File: src/rtl/scab_pkg.sv
// ----------------------------------------------------------------------------
// scab_pkg: shared types and constants for the shape coverage alpha blend
// Request/response payload structs, register indexes, shape mode codes and
// the fixed widths of the coverage datapath.
// ----------------------------------------------------------------------------
package scab_pkg;

   // coordinate width for corners, spans and offsets (covers -16384..16383)
   localparam int COORD_W = 15;
   // width of squared distances and circle thresholds
   localparam int DIST_W  = 25;
   // color channel width
   localparam int CHAN_W  = 8;

   localparam logic [CHAN_W-1:0] ALPHA_OPAQUE      = 8'hFF;
   localparam logic [CHAN_W-1:0] ALPHA_TRANSPARENT = 8'h00;

   // register indexes on the csr port
   localparam logic [2:0] CSR_SHAPE_MODE       = 3'd0;
   localparam logic [2:0] CSR_ORIGIN_X         = 3'd1;
   localparam logic [2:0] CSR_ORIGIN_Y         = 3'd2;
   localparam logic [2:0] CSR_SIZE_W           = 3'd3;
   localparam logic [2:0] CSR_SIZE_H           = 3'd4;
   localparam logic [2:0] CSR_CIRCLE_RADIUS    = 3'd5;
   localparam logic [2:0] CSR_STROKE_THICKNESS = 3'd6;
   localparam logic [2:0] CSR_DRAW_COLOR       = 3'd7;

   // shape modes
   localparam logic [1:0] MODE_FILL_RECT   = 2'd0;
   localparam logic [1:0] MODE_RECT_LINE   = 2'd1;
   localparam logic [1:0] MODE_FILL_CIRCLE = 2'd2;
   localparam logic [1:0] MODE_CIRCLE_RING = 2'd3;

   typedef struct packed {
      logic [9:0]  pixel_x;
      logic [9:0]  pixel_y;
      logic [31:0] dest_pixel;
   } req_type;

   typedef struct packed {
      logic        covered;
      logic [31:0] result_pixel;
   } rsp_type;

endpackage

File: src/rtl/scab_blend.sv
// ----------------------------------------------------------------------------
// scab_blend: source-over blend of the draw color onto a pixel
// One register stage holds the per-channel products; the sum, the divide by
// 255 and the opaque/transparent shortcuts follow combinationally.
// ----------------------------------------------------------------------------
module scab_blend (
   input  logic        clock,
   input  logic        load_en,
   input  logic [31:0] src_color,
   input  logic [31:0] dst_color,
   output logic [31:0] blended
);

   localparam int CW   = scab_pkg::CHAN_W;
   localparam int PW   = 2 * CW;
   localparam int NCH  = 3;

   logic [PW-1:0] prod_s_ff [NCH];
   logic [PW-1:0] prod_d_ff [NCH];
   logic [PW-1:0] prod_s_in [NCH];
   logic [PW-1:0] prod_d_in [NCH];
   logic          opaque_ff, opaque_in;
   logic          clear_ff, clear_in;
   logic [31:0]   src_ff;
   logic [31:0]   dst_ff;
   logic [CW-1:0] chan_out [NCH];

   // channel products: s*a and d*(255-a)
   always_comb begin
      logic [CW-1:0] alpha;
      logic [CW-1:0] inv_alpha;
      alpha     = src_color[3*CW +: CW];
      inv_alpha = scab_pkg::ALPHA_OPAQUE - alpha;
      opaque_in = (alpha == scab_pkg::ALPHA_OPAQUE);
      clear_in  = (alpha == scab_pkg::ALPHA_TRANSPARENT);
      for (int i = 0; i < NCH; i++) begin
         prod_s_in[i] = PW'(src_color[i*CW +: CW]) * PW'(alpha);
         prod_d_in[i] = PW'(dst_color[i*CW +: CW]) * PW'(inv_alpha);
      end
   end

   always_ff @(posedge clock) begin
      if (load_en) begin
         opaque_ff <= opaque_in;
         clear_ff  <= clear_in;
         src_ff    <= src_color;
         dst_ff    <= dst_color;
         for (int i = 0; i < NCH; i++) begin
            prod_s_ff[i] <= prod_s_in[i];
            prod_d_ff[i] <= prod_d_in[i];
         end
      end
   end

   // sum and truncating divide by 255: (x + (x >> 8) + 1) >> 8, exact below 65535
   always_comb begin
      logic [PW:0] sum;
      logic [PW:0] quot;
      for (int i = 0; i < NCH; i++) begin
         sum         = (PW+1)'(prod_s_ff[i]) + (PW+1)'(prod_d_ff[i]);
         quot        = (sum + (sum >> CW) + (PW+1)'(1)) >> CW;
         chan_out[i] = quot[CW-1:0];
      end
   end

   // shortcuts, then forced-opaque result
   always_comb begin
      if (opaque_ff) begin
         blended = src_ff;
      end else if (clear_ff) begin
         blended = dst_ff;
      end else begin
         blended = {scab_pkg::ALPHA_OPAQUE, chan_out[2], chan_out[1], chan_out[0]};
      end
   end

endmodule

File: src/rtl/shape_coverage_alpha_blend.sv
// ----------------------------------------------------------------------------
// shape_coverage_alpha_blend: per-pixel shape coverage and alpha blend
// Decides whether the configured rectangle, outline, disc or ring covers a
// framebuffer pixel and returns the draw color blended over it.
// ----------------------------------------------------------------------------
// Usage:
//   Requests carry one pixel (x, y, current value) on req_valid/req_data and
//   are taken at an edge where req_valid is high and req_stall is low.
//   Responses (covered flag, new pixel value) leave on rsp_valid/rsp_data in
//   request order, taken when rsp_stall is low.
//   Registers are written through csr_write_en/csr_index/csr_wdata while the
//   pipeline is empty; a few derived thresholds are registered from the
//   registers (inner_ff behind k_ff) and are consumed only from the second stage on.
//   Five register stages, s1 to s5: a request taken into s1 passes through
//   each in order and is presented on the response side from s5. One pixel
//   per cycle is accepted while req_stall is low, with the coordinate
//   squares and the blend products each in a stage of their own.
//   When the receiver stalls, each stage holds its data and empty stages
//   still fill; req_stall rises only once every stage is occupied.
//   Synchronous reset empties the pipeline and loads register defaults
//   (filled rectangle at the origin of size zero, thickness 1, color 0).
// ----------------------------------------------------------------------------
module shape_coverage_alpha_blend #(
   parameter int FRAME_WIDTH  = 1024,
   parameter int FRAME_HEIGHT = 1024
) (
   input  logic              clock,
   input  logic              reset,
   // request channel
   input  logic              req_valid,
   output logic              req_stall,
   input  scab_pkg::req_type req_data,
   // response channel
   output logic              rsp_valid,
   input  logic              rsp_stall,
   output scab_pkg::rsp_type rsp_data,
   // register write port
   input  logic              csr_write_en,
   input  logic [2:0]        csr_index,
   input  logic [31:0]       csr_wdata
);

   localparam int CW = scab_pkg::COORD_W;
   localparam int DW = scab_pkg::DIST_W;

   // ------------------------------------------------------------------
   // configuration registers
   // ------------------------------------------------------------------
   logic [1:0]         mode_ff;
   logic signed [11:0] origin_x_ff;
   logic signed [11:0] origin_y_ff;
   logic signed [11:0] size_w_ff;
   logic signed [11:0] size_h_ff;
   logic [10:0]        radius_ff;
   logic signed [11:0] thick_ff;
   logic [31:0]        color_ff;

   always_ff @(posedge clock) begin
      if (reset) begin
         mode_ff     <= scab_pkg::MODE_FILL_RECT;
         origin_x_ff <= '0;
         origin_y_ff <= '0;
         size_w_ff   <= '0;
         size_h_ff   <= '0;
         radius_ff   <= '0;
         thick_ff    <= 12'sd1;
         color_ff    <= '0;
      end else if (csr_write_en) begin
         case (csr_index)
            scab_pkg::CSR_SHAPE_MODE:       mode_ff     <= csr_wdata[1:0];
            scab_pkg::CSR_ORIGIN_X:         origin_x_ff <= csr_wdata[11:0];
            scab_pkg::CSR_ORIGIN_Y:         origin_y_ff <= csr_wdata[11:0];
            scab_pkg::CSR_SIZE_W:           size_w_ff   <= csr_wdata[11:0];
            scab_pkg::CSR_SIZE_H:           size_h_ff   <= csr_wdata[11:0];
            scab_pkg::CSR_CIRCLE_RADIUS:    radius_ff   <= csr_wdata[10:0];
            scab_pkg::CSR_STROKE_THICKNESS: thick_ff    <= csr_wdata[11:0];
            scab_pkg::CSR_DRAW_COLOR:       color_ff    <= csr_wdata;
            default: ;
         endcase
      end
   end

   // ------------------------------------------------------------------
   // derived shape bounds, refreshed every cycle from the registers
   // ------------------------------------------------------------------
   logic signed [CW-1:0] ox_s, oy_s, w_s, h_s, t_s;
   logic signed [CW-1:0] x_lo_ff, x_hi_ff, xi_lo_ff, xi_hi_ff;
   logic signed [CW-1:0] y_lo_ff, y_hi_ff, yi_lo_ff, yi_hi_ff;
   logic signed [CW-1:0] x_lo_in, x_hi_in, xi_lo_in, xi_hi_in;
   logic signed [CW-1:0] y_lo_in, y_hi_in, yi_lo_in, yi_hi_in;
   logic signed [CW-1:0] k_ff, k_in;
   logic [DW-1:0]        outer_ff, outer_in;
   logic [DW-1:0]        inner_ff, inner_in;
   logic [21:0]          r_sq;
   logic signed [2*CW-1:0] k_sq;

   assign ox_s = CW'(origin_x_ff);
   assign oy_s = CW'(origin_y_ff);
   assign w_s  = CW'(size_w_ff);
   assign h_s  = CW'(size_h_ff);
   assign t_s  = CW'(thick_ff);

   // normalized outer span [lo, hi) and inner span [lo + t, hi - t)
   always_comb begin
      logic signed [CW-1:0] w_lo, w_hi, h_lo, h_hi;
      w_lo = size_w_ff[11] ? w_s : '0;
      w_hi = size_w_ff[11] ? '0 : w_s;
      h_lo = size_h_ff[11] ? h_s : '0;
      h_hi = size_h_ff[11] ? '0 : h_s;
      x_lo_in  = ox_s + w_lo;
      x_hi_in  = ox_s + w_hi;
      xi_lo_in = ox_s + w_lo + t_s;
      xi_hi_in = ox_s + w_hi - t_s;
      y_lo_in  = oy_s + h_lo;
      y_hi_in  = oy_s + h_hi;
      yi_lo_in = oy_s + h_lo + t_s;
      yi_hi_in = oy_s + h_hi - t_s;
   end

   // circle thresholds: outer r*r + r, inner (r - t)^2 + r
   assign r_sq     = radius_ff * radius_ff;
   assign outer_in = DW'(r_sq) + DW'(radius_ff);
   assign k_in     = CW'(signed'({1'b0, radius_ff})) - t_s;
   assign k_sq     = k_ff * k_ff;
   assign inner_in = k_sq[DW-1:0] + DW'(radius_ff);

   always_ff @(posedge clock) begin
      x_lo_ff  <= x_lo_in;
      x_hi_ff  <= x_hi_in;
      xi_lo_ff <= xi_lo_in;
      xi_hi_ff <= xi_hi_in;
      y_lo_ff  <= y_lo_in;
      y_hi_ff  <= y_hi_in;
      yi_lo_ff <= yi_lo_in;
      yi_hi_ff <= yi_hi_in;
      outer_ff <= outer_in;
      k_ff     <= k_in;
      inner_ff <= inner_in;
   end

   // ------------------------------------------------------------------
   // stage enables: a stage loads when it is empty or its successor loads
   // ------------------------------------------------------------------
   logic s1_valid_ff, s2_valid_ff, s3_valid_ff, s4_valid_ff, s5_valid_ff;
   logic en1, en2, en3, en4, en5;

   assign en5       = !s5_valid_ff || !rsp_stall;
   assign en4       = !s4_valid_ff || en5;
   assign en3       = !s3_valid_ff || en4;
   assign en2       = !s2_valid_ff || en3;
   assign en1       = !s1_valid_ff || en2;
   assign req_stall = !en1;

   always_ff @(posedge clock) begin
      if (reset) begin
         s1_valid_ff <= 1'b0;
         s2_valid_ff <= 1'b0;
         s3_valid_ff <= 1'b0;
         s4_valid_ff <= 1'b0;
         s5_valid_ff <= 1'b0;
      end else begin
         if (en1) s1_valid_ff <= req_valid;
         if (en2) s2_valid_ff <= s1_valid_ff;
         if (en3) s3_valid_ff <= s2_valid_ff;
         if (en4) s4_valid_ff <= s3_valid_ff;
         if (en5) s5_valid_ff <= s4_valid_ff;
      end
   end

   // ------------------------------------------------------------------
   // stage 1: frame clip, center offsets
   // ------------------------------------------------------------------
   logic [9:0]           s1_px_ff, s1_py_ff;
   logic [31:0]          s1_dest_ff;
   logic                 s1_in_frame_ff, s1_in_frame_in;
   logic signed [CW-1:0] s1_dx_ff, s1_dy_ff, s1_dx_in, s1_dy_in;

   assign s1_in_frame_in = ({22'b0, req_data.pixel_x} < 32'(FRAME_WIDTH)) &&
                           ({22'b0, req_data.pixel_y} < 32'(FRAME_HEIGHT));
   assign s1_dx_in = CW'(signed'({1'b0, req_data.pixel_x})) - ox_s;
   assign s1_dy_in = CW'(signed'({1'b0, req_data.pixel_y})) - oy_s;

   always_ff @(posedge clock) begin
      if (en1) begin
         s1_px_ff       <= req_data.pixel_x;
         s1_py_ff       <= req_data.pixel_y;
         s1_dest_ff     <= req_data.dest_pixel;
         s1_in_frame_ff <= s1_in_frame_in;
         s1_dx_ff       <= s1_dx_in;
         s1_dy_ff       <= s1_dy_in;
      end
   end

   // ------------------------------------------------------------------
   // stage 2: rectangle span tests, squares of the offsets
   // ------------------------------------------------------------------
   logic [31:0]    s2_dest_ff;
   logic           s2_in_frame_ff;
   logic           s2_rect_ff, s2_rect_in;
   logic [DW-1:0]  s2_dx2_ff, s2_dy2_ff;
   logic signed [2*CW-1:0] dx_sq, dy_sq;

   always_comb begin
      logic signed [CW-1:0] px, py;
      logic outer_hit, inner_hit, thick_pos;
      px = CW'(signed'({1'b0, s1_px_ff}));
      py = CW'(signed'({1'b0, s1_py_ff}));
      // an empty span (zero size, or inner size not positive) never hits
      outer_hit = (px >= x_lo_ff) && (px < x_hi_ff) &&
                  (py >= y_lo_ff) && (py < y_hi_ff);
      inner_hit = (px >= xi_lo_ff) && (px < xi_hi_ff) &&
                  (py >= yi_lo_ff) && (py < yi_hi_ff);
      thick_pos = !thick_ff[11] && (thick_ff != 12'sd0);
      if (mode_ff == scab_pkg::MODE_RECT_LINE) begin
         s2_rect_in = outer_hit && thick_pos && !inner_hit;
      end else begin
         s2_rect_in = outer_hit;
      end
   end

   assign dx_sq = s1_dx_ff * s1_dx_ff;
   assign dy_sq = s1_dy_ff * s1_dy_ff;

   always_ff @(posedge clock) begin
      if (en2) begin
         s2_dest_ff     <= s1_dest_ff;
         s2_in_frame_ff <= s1_in_frame_ff;
         s2_rect_ff     <= s2_rect_in;
         s2_dx2_ff      <= dx_sq[DW-1:0];
         s2_dy2_ff      <= dy_sq[DW-1:0];
      end
   end

   // ------------------------------------------------------------------
   // stage 3: squared distance
   // ------------------------------------------------------------------
   logic [31:0]   s3_dest_ff;
   logic          s3_in_frame_ff;
   logic          s3_rect_ff;
   logic [DW-1:0] s3_d2_ff;

   always_ff @(posedge clock) begin
      if (en3) begin
         s3_dest_ff     <= s2_dest_ff;
         s3_in_frame_ff <= s2_in_frame_ff;
         s3_rect_ff     <= s2_rect_ff;
         s3_d2_ff       <= s2_dx2_ff + s2_dy2_ff;
      end
   end

   // ------------------------------------------------------------------
   // stage 4: circle tests, final coverage, blend products
   // ------------------------------------------------------------------
   logic [31:0] s4_dest_ff;
   logic        s4_cov_ff, s4_cov_in;
   logic [31:0] blend_out;

   always_comb begin
      logic circ_out, circ_in, shape_hit;
      circ_out = (s3_d2_ff <= outer_ff);
      circ_in  = (s3_d2_ff >= inner_ff);
      case (mode_ff)
         scab_pkg::MODE_FILL_RECT:   shape_hit = s3_rect_ff;
         scab_pkg::MODE_RECT_LINE:   shape_hit = s3_rect_ff;
         scab_pkg::MODE_FILL_CIRCLE: shape_hit = circ_out;
         scab_pkg::MODE_CIRCLE_RING: shape_hit = circ_out && circ_in;
         default:                    shape_hit = 1'b0;
      endcase
      s4_cov_in = s3_in_frame_ff && shape_hit;
   end

   always_ff @(posedge clock) begin
      if (en4) begin
         s4_dest_ff <= s3_dest_ff;
         s4_cov_ff  <= s4_cov_in;
      end
   end

   scab_blend u_blend (
      .clock     (clock),
      .load_en   (en4),
      .src_color (color_ff),
      .dst_color (s3_dest_ff),
      .blended   (blend_out)
   );

   // ------------------------------------------------------------------
   // stage 5: response register
   // ------------------------------------------------------------------
   scab_pkg::rsp_type rsp_ff, rsp_in;

   always_comb begin
      rsp_in.covered      = s4_cov_ff;
      rsp_in.result_pixel = s4_cov_ff ? blend_out : s4_dest_ff;
   end

   always_ff @(posedge clock) begin
      if (en5) begin
         rsp_ff <= rsp_in;
      end
   end

   assign rsp_valid = s5_valid_ff;
   assign rsp_data  = rsp_ff;

`ifndef ASSERT_OFF
   // uncovered pixel leaves unchanged
   assert property (@(posedge clock) disable iff (reset)
      (en5 && s4_valid_ff && !s4_cov_ff) |=> (rsp_data.result_pixel == $past(s4_dest_ff)))
      else $error("uncovered pixel was modified");

   // covered pixel under an opaque color takes the color as is
   assert property (@(posedge clock) disable iff (reset)
      (en5 && s4_valid_ff && s4_cov_ff &&
       (color_ff[31:24] == scab_pkg::ALPHA_OPAQUE))
      |=> (rsp_data.result_pixel == $past(color_ff)))
      else $error("opaque blend did not return the draw color");

   // a pixel outside the frame is never covered
   assert property (@(posedge clock) disable iff (reset)
      (en4 && s3_valid_ff && !s3_in_frame_ff) |=> !s4_cov_ff)
      else $error("clipped pixel marked covered");

   // requests are held off only when every stage is full and output stalls
   assert property (@(posedge clock) disable iff (reset)
      req_stall |-> (s1_valid_ff && s2_valid_ff && s3_valid_ff && s4_valid_ff &&
                     s5_valid_ff && rsp_stall))
      else $error("request stalled with an empty stage");
`endif

endmodule

File: config.mk
export PLATFORM = sky130hd
export DESIGN_NAME = shape_coverage_alpha_blend
export DESIGN_NICKNAME = d
export VERILOG_FILES = /design/src/rtl/scab_pkg.sv /design/src/rtl/scab_blend.sv /design/src/rtl/shape_coverage_alpha_blend.sv
export SDC_FILE = /design/constraint.sdc
export NUM_CORES = 2
export LEC_CHECK = 0
export BUFFER_PORTS_ARGS = -buffer_cell sky130_fd_sc_hd__buf_2
export CORE_UTILIZATION = 60
export CTS_CLUSTER_DIAMETER = 100
export DETAILED_ROUTE_END_ITERATION = 12
export PLACE_DENSITY = 0.86
export SYNTH_ARGS = -nofsm -noshare
export SYNTH_HDL_FRONTEND = slang
export SYNTH_SLANG_ARGS = --single-unit
File: constraint.sdc
create_clock -name clock -period 7.67 [get_ports clock]
set_input_delay 0.3835 -clock clock [delete_from_list [all_inputs] [get_ports clock]]
set_output_delay 0.3835 -clock clock [all_outputs]
set_load 0.02 [all_outputs]
* Word level (Yosys, flattened, before mapping)
Memory sizes are Yosys's and may differ from the RTL's.
Index checks and enable logic that the tools add are counted.
Widths: inputs -> output; s select.
** Storage, ports and cells
- Latch bits :: 0
- Word-level logic and storage cells :: 148
- Memory bits (writable) :: 96
- Bits of input ports :: 92
- Memory bits (read-only) :: 0
- Memories :: 2
- Output and inout port bits :: 35
- Register bits :: 604
** Cells by class
- Add/subtract/negate cells :: 24
- Equal/unequal tests :: 11
- Reductions and logical operators :: 37
- $mul :: 10
- Divide/modulo/power cells :: 0
- $lt $le $gt $ge :: 10
- Multiplexer cells :: 11
- Shift operators :: 0
- Bitwise logic cells :: 0
** Memory list
- u_blend.prod_d_ff :: words 3, bits a word 16, rd ports 3, clocked after Yosys merged registers in 0, write ports 3, RTL line scab_blend.sv:19 : logic [PW-1:0] prod_d_ff [NCH];
- u_blend.prod_s_ff :: words 3, bits a word 16, rd ports 3, clocked after Yosys merged registers in 0, write ports 3, RTL line scab_blend.sv:18 : logic [PW-1:0] prod_s_ff [NCH];
** Operators with widths (number)
- $mul 8x8->16 :: 6
- $mux 32 :: 3
- $mul 13x13->25 :: 3
- $ge 11x15->1 :: 4
- $add 16x16->17 :: 3
- $add 16x1->16 const B :: 3
- $add 16x9->16 :: 3
- $add 12x15->15 :: 2
- $add 15x12->15 :: 2
- $mux 15 :: 2
- $lt 11x14->1 :: 2
- $sub 13x12->14 :: 2
- $add 12x12->13 :: 2
- $lt 11x13->1 :: 2
- $sub 11x12->13 :: 2
- $add 25x11->25 :: 1
- $add 25x25->25 :: 1
- $ge 25x25->1 :: 1
- $le 25x23->1 :: 1
- $add 22x11->23 :: 1
- $mul 11x11->22 :: 1
- $mux 11 :: 2
- $reduce_and 2->1 :: 8
- $sub 12x12->13 :: 1
- other kinds (17) :: 45

* Depth between registers and ports, before layout
- Depth in word-level cells :: 7
- Gate-level depth with buffers :: 25
- Depth with buffers taken out :: 24

* Modules after synthesis
Synthesis repeated with hierarchy kept, for this count alone.
** Unflattened totals
- Cell total of the unflattened synthesis :: 6853
- Area, all modules :: 68031.5 µm²
** By module, submodules not included
- shape_coverage_alpha_blend :: area an instance 46975.1 µm², sequential area each 14183.6 µm², cells each 4728, instances 1
- scab_blend :: area an instance 21056.4 µm², sequential area each 4864.7 µm², cells each 2125, instances 1

* Least setup slack after synthesis
No wires, ideal clock.
- Path type :: register to register
- Start :: register k_ff[3]
- End :: register inner_ff[24]
- Buffers on the path :: 1
- Data required time :: 7.549 ns
- Data arrival time :: 5.769 ns
- Library setup time :: 0.121 ns
- Slack :: 1.780 ns
- Stages on the path, launching flop included :: 22
- Period minus slack after synthesis :: 5.890 ns
- Cell sequence :: dfxtp_1 clkbuf_1 nand2_1 fa_1 fa_1 inv_1 fa_1 fa_1 fa_1 inv_1 fa_1 inv_1 ha_1 a21o_1 a21o_1 a21oi_2 o2111ai_1 a311oi_2 o21ai_1 a41oi_1 o21bai_1 xnor2_1
** Between the ends
- Cells in the longest elaborated chain, start to end :: 2
** RTL lines
- start, declared :: RTL line shape_coverage_alpha_blend.sv:91 : logic signed [CW-1:0] k_ff, k_in;
- start signal, assigned :: RTL line shape_coverage_alpha_blend.sv:137 : k_ff <= k_in;
- $mul 13x13->25 :: RTL line shape_coverage_alpha_blend.sv:124 : assign k_sq = k_ff * k_ff;
- $add 25x11->25 :: RTL line shape_coverage_alpha_blend.sv:125 : assign inner_in = k_sq[DW-1:0] + DW'(radius_ff);
- named net inner_in[24] :: RTL line shape_coverage_alpha_blend.sv:93 : logic [DW-1:0] inner_ff, inner_in;
- end signal, assigned :: RTL line shape_coverage_alpha_blend.sv:138 : inner_ff <= inner_in;
- end, declared :: RTL line shape_coverage_alpha_blend.sv:93
The timed path passes the listed nets, and every way through them passes these cells.
A chain may end at the register's enable or synchronous reset.

* Worst setup path after layout
- Start :: register s1_dx_ff[12] (netlist name)
- End :: register s2_dx2_ff[24] (data pin)
** Between the ends
- Cells in the longest elaborated chain, start to end :: 1
** RTL lines
- $mul 13x13->25 :: RTL line shape_coverage_alpha_blend.sv:221 : assign dx_sq = s1_dx_ff * s1_dx_ff;
- named net dx_sq[24] :: RTL line shape_coverage_alpha_blend.sv:201 : logic signed [2*CW-1:0] dx_sq, dy_sq;
- end signal, assigned :: RTL line shape_coverage_alpha_blend.sv:229 : s2_dx2_ff <= dx_sq[DW-1:0];
- end, declared :: RTL line shape_coverage_alpha_blend.sv:200 : logic [DW-1:0] s2_dx2_ff, s2_dy2_ff;
The timed path passes the listed nets, and every way through them passes these cells.

==> run metrics <==
status=finished, final reports clean; Max Freq=156 MHz; vias in the first global route=51.2k; complex-gate fraction of the synthesized area=9.64%; GR Overflow Total=0; Hold Fails Final Rpt=0; Synth area leader=fa_1; Tot GR Track Use=29.8%; Synth async-reset ratio=0%; final wirelength=163,000 um; Slew Limit Fails=0; worst skew pair latency=0.68 ns; first-pass detailed-route iteration total=8; fillcell total=7,898; Post-Syn Instances=6,650; Core ar.=109,000 sq um; Worst Path Buf+Inv=3; post-synthesis register bit count=697; Mapped Area=65,900 sq um; Final period util=83.7%; R2R depth=17; largest family of logic cells by synthesized area=adder cells; die height=333 um; Core Rows=121; crit-path cells=nand2_1 > inv_1 > fa_1 > inv_1 > fa_1 > inv_1 > fa_1 > fa_1 > fa_1 > ha_1 > ha_1 > a2111oi_0 > a211o_1 > a21oi_1 > o21ai_0 > a21oi_1 > a311o_1; final worst path period need=6.42 ns; top_reg_cell synth=edfxtp_1; first-pass GRT wire length=261,000 um; Area contributors post-synth=fa_1 (22%), edfxtp_1 (19%), ha_1 (16%); EDFF count, synth=413; Reg-to-Reg End=s2_dx2_ff[24]; Setup Viol. Count Final=0; Worst path most repeated cell=fa_1; CP required=8.08 ns; most common cell after layout, fill and taps aside=inv_1; WL/cell=19.7 um; post-synthesis mux area share=0.125%; simple-gate share of the synthesized area=12.7%; CP max stage delay=0.85 ns; Crit path depth=17; largest net degree at the start of global routing=106; most frequent cells in the layout=inv_1 (1,225), ha_1 (826), fa_1 (724); post-synth top area share=22.0%; Layout Skew=0.0297 ns; setup tns final=0 ns; IO Count=127; critical path class=flop to flop; R2R Setup Slk=1.25 ns; Final nets=8,442; share of cells above drive strength 1=5.07%; DRT iter0 DRCs=3,410; depth of the CTS H-tree=3; CTS Buffer Depth=3; GP Congestion=0.937; Inserted Clock Buffers=79; I/O Buffers=126; hold endpoint=rsp_valid; antenna violations before repair=6; reg-to-reg startpoint=s1_dx_ff[12]; crit-path leading delay family=adder cells; worst hold stages=3; Syn. warnings=0; max-cap viol count=0; Worst Min Path Start=rsp_stall; clk slew on worst S/H paths=0.06 ns; Initial Util=60.5%; Worst Max-Slew Pin Slew=1.20 ns; Hold/Removal Path Class=input pin to flop; adder-cell share of the synthesized area=37.7%; Die W=333 um; startpoint types=flop; register area share after synthesis=27.4%; RSZ-0062 raised after global routing=false; Routed Antenna Nets=0; Root Buffer=clkbuf_16; WP data arrival=6.83 ns; critical-path maximum fanout=24; Critical-path top delay cell=edfxtp_1; cts repair resizes=0; Worst setup EP type=flop; fraction of synthesized cell area in xor and xnor cells=4.48%; Yosys cell types=89; Die Area=111,000 sq um; # DRC=0; total clock sinks=697; via count=47.8k; syn avg cell area=9.91 sq um; Detail Placement HPWL=125,000 um; headroom to the max-slew limit=20.0%; Area Growth Syn to Fin=8.52%; Vias/cell=5.77; CTS tree=built
## final cells by class
cell class	count	area [sq um]	area share [%]
diodes	3	7.51	0.0105
clock buffers	100	2140	2.99
clock inverters	47	676	0.945
inverters	1227	4610	6.45
multi-input cells	4572	42600	59.6
flip-flops and latches	697	18100	25.3
well taps	1414	1770	2.47
repair buffers	223	1570	2.19
## stage by stage
| step | setup slack, ns | hold slack, ns | cell area, sq um | instances | util [%] |
|---|---|---|---|---|---|
| final | 1.25 | 0.0579 | 71500 | 8283 | 65.7 |
| after global routing | 0.866 | 0.0259 | 71500 | 8280 | 65.7 |
| after CTS | 1.25 | 0.0159 | 71500 | 8280 | 65.7 |
| after detailed placement | 1.29 | 0.405 | 67900 | 8056 | 62.4 |
| after global placement | 1.52 | 0.401 | 67900 | 8056 | 62.4 |
| after floorplan | 1.78 | 0.400 | 65900 | 6651 | - |
## worst max-delay path by stage
stage,slack (ns),endpoint,startpoint
5_1_grt,0.87,s2_dx2_ff[24],s1_dx_ff[12]
3_5_place_dp,1.29,s2_dx2_ff[24],s1_dx_ff[12]
2_1_floorplan,1.78,inner_ff[24],k_ff[3]
6_report,1.25,s2_dx2_ff[24],s1_dx_ff[12]
3_3_place_gp,1.52,inner_ff[24],k_ff[3]
4_1_cts,1.25,s2_dx2_ff[24],s1_dx_ff[12]
## layer usage
metal	global-route usage, %	routed length [um]
met5	0	34
met4	16.6	9710
met3	5.10	12200
met2	51.4	79300
met1	35.3	61600
## cells in the mapped netlist, types with 139 or more instances
master / instances
dfxtp_1: 284
edfxtp_1: 413
inv_1: 1226
a21oi_1: 306
nor2_1: 309
clkbuf_1: 139
xnor2_1: 262
fa_1: 724
ha_1: 826
nand2_1: 579
nor2b_1: 232
and2_1: 223
o21ai_0: 167
## tightest hold or removal path: cells and delay by family
kind	cells	cell delay (ns)
simple gates	1	0.10
buf+inv	1	0.14
compound gates	1	0.08
## registers in the layout (all words and copies together), names as in the netlist, 25 cells and up
| signal | count |
|---|---|
| s1_dest_ff | 32 |
| s3_dest_ff | 32 |
| u_blend.dst_ff | 32 |
| s3_d2_ff | 25 |
| u_blend.prod_d_ff | 48 |
| u_blend.prod_s_ff | 48 |
| s2_dest_ff | 32 |
| color_ff | 32 |
| inner_ff | 25 |
| rsp_data | 33 |
| u_blend.src_ff | 32 |
## what timing repair did
item / 4_1_cts / 5_1_grt
hold endpoints to repair: 73 / 0
buffers inserted: 0 / 0
hold buffers: 77 / 0
## kinds of logic (layout without fill, tap and decap cells)
| family | count (synthesis) | count (layout) |
|---|---|---|
| AO/OA/AOI/OAI | 968 | 968 |
| XOR/XNOR | 336 | 336 |
| adder cells (fa/ha/maj) | 1550 | 1550 |
| buffers and inverters | 1382 | 1597 |
| flip-flops | 697 | 697 |
| multiplexers | 8 | 8 |
| other | 1 | 5 |
| AND/OR/NAND/NOR | 1708 | 1708 |
Power is not shown: default switching activity piles up to over one toggle a cycle in this logic, so the estimate is an artifact.
